## config.mk

```make
export PLATFORM = sky130hd
export DESIGN_NAME = pcg_ctrl
export DESIGN_NICKNAME = d
export VERILOG_FILES = /design/src/design/pcg_pkg.sv /design/src/design/pcg_ctrl.sv
export SDC_FILE = /design/constraint.sdc
export NUM_CORES = 1
export LEC_CHECK = 0
export ABC_AREA = 1
export BUFFER_PORTS_ARGS = -buffer_cell sky130_fd_sc_hd__buf_2
export CELL_PAD_IN_SITES_DETAIL_PLACEMENT = 1
export CELL_PAD_IN_SITES_GLOBAL_PLACEMENT = 1
export CORE_AREA = 2 2 39 41
export CTS_CLUSTER_DIAMETER = 150
export DETAILED_ROUTE_END_ITERATION = 16
export DIE_AREA = 0 0 41 43
export PLACE_DENSITY = 0.64
export SETUP_SLACK_MARGIN = 0.4
export SYNTH_ARGS = -nofsm -noshare
export SYNTH_HDL_FRONTEND = slang
export SYNTH_SLANG_ARGS = --single-unit
```

## constraint.sdc

```tcl
create_clock -name clk_i -period 1.83 [get_ports clk_i]
set_input_delay 0.0915 -clock clk_i [delete_from_list [all_inputs] [get_ports clk_i]]
set_output_delay 0.0915 -clock clk_i [all_outputs]
set_load 0.01 [all_outputs]
```

## src/design/pcg_pkg.sv

```systemverilog
package pcg_pkg;

  // Fixed field widths
  localparam int unsigned PartW  = 9;
  localparam int unsigned CountW = 63;

  // Smallest part size that is folded into the table
  localparam int unsigned FirstPart = 2;

  typedef struct packed {
    logic load;        // capture n, restart the index
    logic init;        // write one at the current index, advance
    logic fold_start;  // set part size and index to the first folded part
    logic fold;        // read both operands, schedule the write-back, advance
    logic rd_res;      // read the entry at n
    logic cap;         // load the output register from the read data
  } cmd_t;

  typedef struct packed {
    logic j_last;      // index has reached n
    logic fold_last;   // last update of the last part size
    logic n_small;     // n is zero or one: nothing to fold
  } status_t;

endpackage

```

## src/design/pcg_ctrl.sv

```systemverilog
module pcg_ctrl
  import pcg_pkg::*;
(
  input  logic    clk_i,
  input  logic    rst_ni,
  input  logic    in_valid_i,
  output logic    in_ready_o,
  output logic    out_valid_o,
  input  logic    out_ready_i,
  input  status_t status_i,
  output cmd_t    cmd_o
);

  localparam logic [2:0] StIdle  = 3'd0;
  localparam logic [2:0] StInit  = 3'd1;
  localparam logic [2:0] StFold  = 3'd2;
  localparam logic [2:0] StDrain = 3'd3;
  localparam logic [2:0] StRead  = 3'd4;
  localparam logic [2:0] StWait  = 3'd5;

  logic [2:0] state_q, state_d;
  logic       out_valid_q, out_valid_d;
  cmd_t       cmd;

  always_comb begin
    state_d = state_q;
    cmd     = '0;
    unique case (state_q)
      StIdle: begin
        if (in_valid_i) begin
          cmd.load = 1'b1;
          state_d  = StInit;
        end
      end
      StInit: begin
        cmd.init = 1'b1;
        if (status_i.j_last) begin
          if (status_i.n_small) begin
            state_d = StRead;
          end else begin
            cmd.fold_start = 1'b1;
            state_d        = StFold;
          end
        end
      end
      StFold: begin
        cmd.fold = 1'b1;
        if (status_i.fold_last) begin
          state_d = StDrain;
        end
      end
      // let the last write-back land before reading the answer
      StDrain: begin
        state_d = StRead;
      end
      StRead: begin
        cmd.rd_res = 1'b1;
        state_d    = StWait;
      end
      StWait: begin
        if (!out_valid_q || out_ready_i) begin
          cmd.cap = 1'b1;
          state_d = StIdle;
        end
      end
      default: begin
        state_d = StIdle;
      end
    endcase
  end

  always_comb begin
    out_valid_d = out_valid_q;
    if (out_valid_q && out_ready_i) begin
      out_valid_d = 1'b0;
    end
    if (cmd.cap) begin
      out_valid_d = 1'b1;
    end
  end

  always_ff @(posedge clk_i or negedge rst_ni) begin
    if (!rst_ni) begin
      state_q     <= StIdle;
      out_valid_q <= 1'b0;
    end else begin
      state_q     <= state_d;
      out_valid_q <= out_valid_d;
    end
  end

  assign in_ready_o  = (state_q == StIdle);
  assign out_valid_o = out_valid_q;
  assign cmd_o       = cmd;

  a_cap_when_free: assert property (@(posedge clk_i) disable iff (!rst_ni)
    cmd.cap |-> (!out_valid_q || out_ready_i))
    else $error("result captured over an untaken word");

  a_accept_starts_init: assert property (@(posedge clk_i) disable iff (!rst_ni)
    (in_valid_i && in_ready_o) |=> (state_q == StInit))
    else $error("accepted word did not start table init");

  a_drain_then_read: assert property (@(posedge clk_i) disable iff (!rst_ni)
    (state_q == StFold && status_i.fold_last) |=> ##1 (state_q == StRead))
    else $error("result read did not follow the drain cycle");

endmodule

```

# After elaboration in Yosys (flattened, before gate mapping)
# Cells that the tools add are included.
[word_totals] ff_bits=4 input_bits=7 out_inout_bits=8 mem_count=0 latch_bits=0 wordCells=34 mem_bits_ro=0 ramBits=0
[classes] bitwise=0 addsub=0 shifts=0 div_mod_pow=0 eq_ne=9 order_cmp=0 mux=17 mul=0 n_reduce_logical=6
[op_table] operator="$pmux 3 s6" n=1
[op_table] operator="$mux 3" n=5
[op_table] operator="$mux 1" n=10
[op_table] operator="$ne 2x2->1 const B" n=4
[op_table] operator="$eq 3x2->1 const B" n=2
[op_table] operator="$eq 3x3->1 const B" n=2
[op_table] operator="$reduce_and 4->1" n=1
[op_table] operator="$eq 3x1->1 const B" n=1
[op_table] operator="$logic_not 3->1" n=1
[op_table] operator="$mux 2" n=1
[op_table] operator="$reduce_bool 2->1" n=1
[op_table] operator="$logic_and 1x1->1" n=1
[op_table] operator="$logic_not 1->1" n=1
[op_table] operator="$logic_or 1x1->1" n=1

# Depth between registers and ports, before layout
[logic_depth] depth_word=5 ltp_mapped=6 depth_no_buf=6

# Worst setup path after synthesis
# No wires, ideal clock.
[synth_timing] kind="flip-flop to output port" startpoint="reg state_q[0]" endpoint="out cmd_o[5] (netlist bit)" path_slack_ns=0.839 n_path_buf=0 required_time_ns=1.738 arrival_ns=0.900 stages_incl_launch_ff=4 cell_sequence="dfrtp_1 nor2_1 inv_1 nor3_1"
[synth_rtl] item="from (decl)" line_no="pcg_ctrl.sv:21" source="logic [2:0] state_q, state_d;"
[synth_rtl] item="from (signal assigned)" line_no="pcg_ctrl.sv:84" source="state_q <= StIdle;"
[synth_rtl] item="from (signal assigned)" line_no="pcg_ctrl.sv:87" source="state_q <= state_d;"
[synth_rtl] item="to (decl)" line_no="pcg_ctrl.sv:11" source="output cmd_t cmd_o"

==> impl_metrics.yaml <==
status:
  status: "complete, no violations"
pwr:
  p_per_area_nw_per_um2: 1480
  p_comb_share_pct: 52.4
  p_int_w: 0.000319
  power.switching_w: 0.000285
  leakagePower_nw: 0.269
  power_frac_clock_pct: 18.4
  p_sw_share_pct: 47.2
  p_seq_share_pct: 29.1
  ir_worst_vdd_mv: 0.329
drt:
  route.detailed.drc: 0
  ant_nets: 0
  wl_per_cell_um: 10.7
  viasPerCell: 4.30
  drt_iter0_drc: 8
  routed-via-count: 340
  wl_um: 847
  drt_first_pass_iters: 4
layout:
  final_cell_mix: "buf_2, inv_1, nand2_1, nand3_1, nor2_1"
  area_growth_pct: 39.1
  final_common_cell: "buf_2"
  nets: 72
  drive_gt1_share_pct: 34.9
  antenna_cells: 0
flow_run:
  cap_violations: 0
floorplan:
  core_um2: 1380
  die_area_um2: 1760
  row_count: 14
  boundaryPins: 15
  dieWidth_um: 41
  die_h_um: 43
  initial_utilization_pct: 21.2
setup_path:
  critical_path_arrival_ps: 1220
  cp_slowest_cell: "dfrtp_1"
  reg2reg_depth: 6
  critPathMaxFanout: 6
  crit_required_ps: 1740
  crit_path_start_kind: "flop"
  worstSetupEndpointType: "primary output"
  cpPeakStageDelay_ps: 450
  crit_chain: "nor2_1, inv_1, nor3_1, buf_2"
  critPathKind: "reg -> out"
sta:
  tightest_slew_ps: 217
  fmax_mhz: 763
  holdWs_ps: 160
  max_slew_margin_pct: 85.4
  finalMaxSlewViolations: 0
  fin_skew_ps: 3.86
  period_share_pct: 71.6
  rsz0062_at_grt: "no"
  hold_viol: 0
  min_period_ps: 1310
  fin_setup_tns_ps: 0
  setup_viol: 0
global_routing:
  grt_max_degree: 8
  antenna_found_initial: 0
  grt_pass1_vias: 330
  gr-total-overflow: 0
  grt_pass1_wl_mm: 1.38
  grt_usage_pct: 12.1
clock_network:
  ctsResizeCount: 0
  clockRootBuffer: "clkbuf_4"
  clock_path_buffers: 2
  cts_tree: "done"
  clk_latency_ps: 240
  numCtsBuffers: 3
  cts_max_level: 1
  cts_sinks: 4
  post_cts_buffers: 0
  cts_hold_buf: 1
  path_clk_slew_ps: 40
placement:
  port_buffers: 14
  hpwl_um: 680
  gp_congestion: 0.741
synthesis:
  synth-seq-cells: 4
  synth_cell_types: 13
  yosys_warnings: 0
  synth_nets: 53
  yosysSeqAreaShare_pct: 34.0
  syn_area_um2: 294
  synth_area_per_cell_um2: 6.39
  postSynthCellCount: 46
worst_hold_path:
  hp-class: "in -> reg"
  min_path_cells: 4
[worst paths after layout]
check	to	slack [ps]	start
setup reg to reg	state_q[2]	680	state_q[1]
hold reg to reg	out_valid_o	560	out_valid_o
setup / recovery	cmd_o[5]	520	state_q[0]
hold / removal	state_q[1]	160	status_i[1]
min in group asynchronous	state_q[0]	220	rst_ni
max in group asynchronous	state_q[2]	1490	rst_ni
[layout make-up]
type	instances	area, um2
fill	185	975
multi-input combinational	28	138
sequential	4	100
timing repair buffer	15	80.1
inverter	13	48.8
clock buffer	3	22.5
tap	16	20.0
[through the flow]
stage	utilization (%)	std cells	power (W)	setup slack (ps)	area [um2]
5_1_grt	29.6	79	0.000672	411	409
6_report	29.6	79	0.000604	519	409
3_5_place_dp	27.2	75	0.000494	700	377
2_1_floorplan	-	46	0.000383	839	294
3_3_place_gp	27.2	75	0.000485	703	377
4_1_cts	29.6	79	0.000609	503	409
[registers in the layout, summed over array words and instances, names as in the netlist]
signal	count
out_valid_o	1
state_q	3
[power groups by stage]
stage	Combinational (W)	Clock [W]	Sequential, W
3_5_place_dp	0.000316	0	0.000178
2_1_floorplan	0.000213	0	0.000170
3_3_place_gp	0.000311	0	0.000174
6_report	0.000317	0.000111	0.000176
5_1_grt	0.000368	0.000121	0.000183
4_1_cts	0.000319	0.000113	0.000177
[logic make-up after synthesis]
| logic type | count (synthesis) | synth area share, % |
|---|---|---|
| AO/OA/AOI/OAI | 4 | 6.81 |
| AND/OR/NAND/NOR | 24 | 40.0 |
| buffers and inverters | 14 | 19.1 |
| flip-flops | 4 | 34.0 |
[worst max-delay path, delay by kind of cell (launching register included)]
| kind | cells | cell delay [ps] |
|---|---|---|
| buffers and inverters | 2 | 230 |
| AND/OR/NAND/NOR | 2 | 310 |
| flip-flops | 1 | 450 |
[metal layers]
layer  vias up  GRT usage, %  wire [um]
li1        173             -          -
met1       158          15.0        355
met2         7          17.5        449
met3         2          3.14         28
met4         0          8.00         14
met5         -             0          0
[cell usage after synthesis]
library cell  count  area, um2
a21oi_1           2       10.0
inv_2             1       3.75
nor3_1            1       5.00
nand3_1           5       25.0
o21ai_0           2       10.0
dfrtp_1           4        100
nor2_1            5       18.8
inv_1            12       45.0
nor2_2            2       12.5
nand2_1           8       30.0
nand3_2           2       20.0
buf_4             1       7.51
nand4_1           1       6.26
No activity file was read; power rests on OpenSTA's default activity.
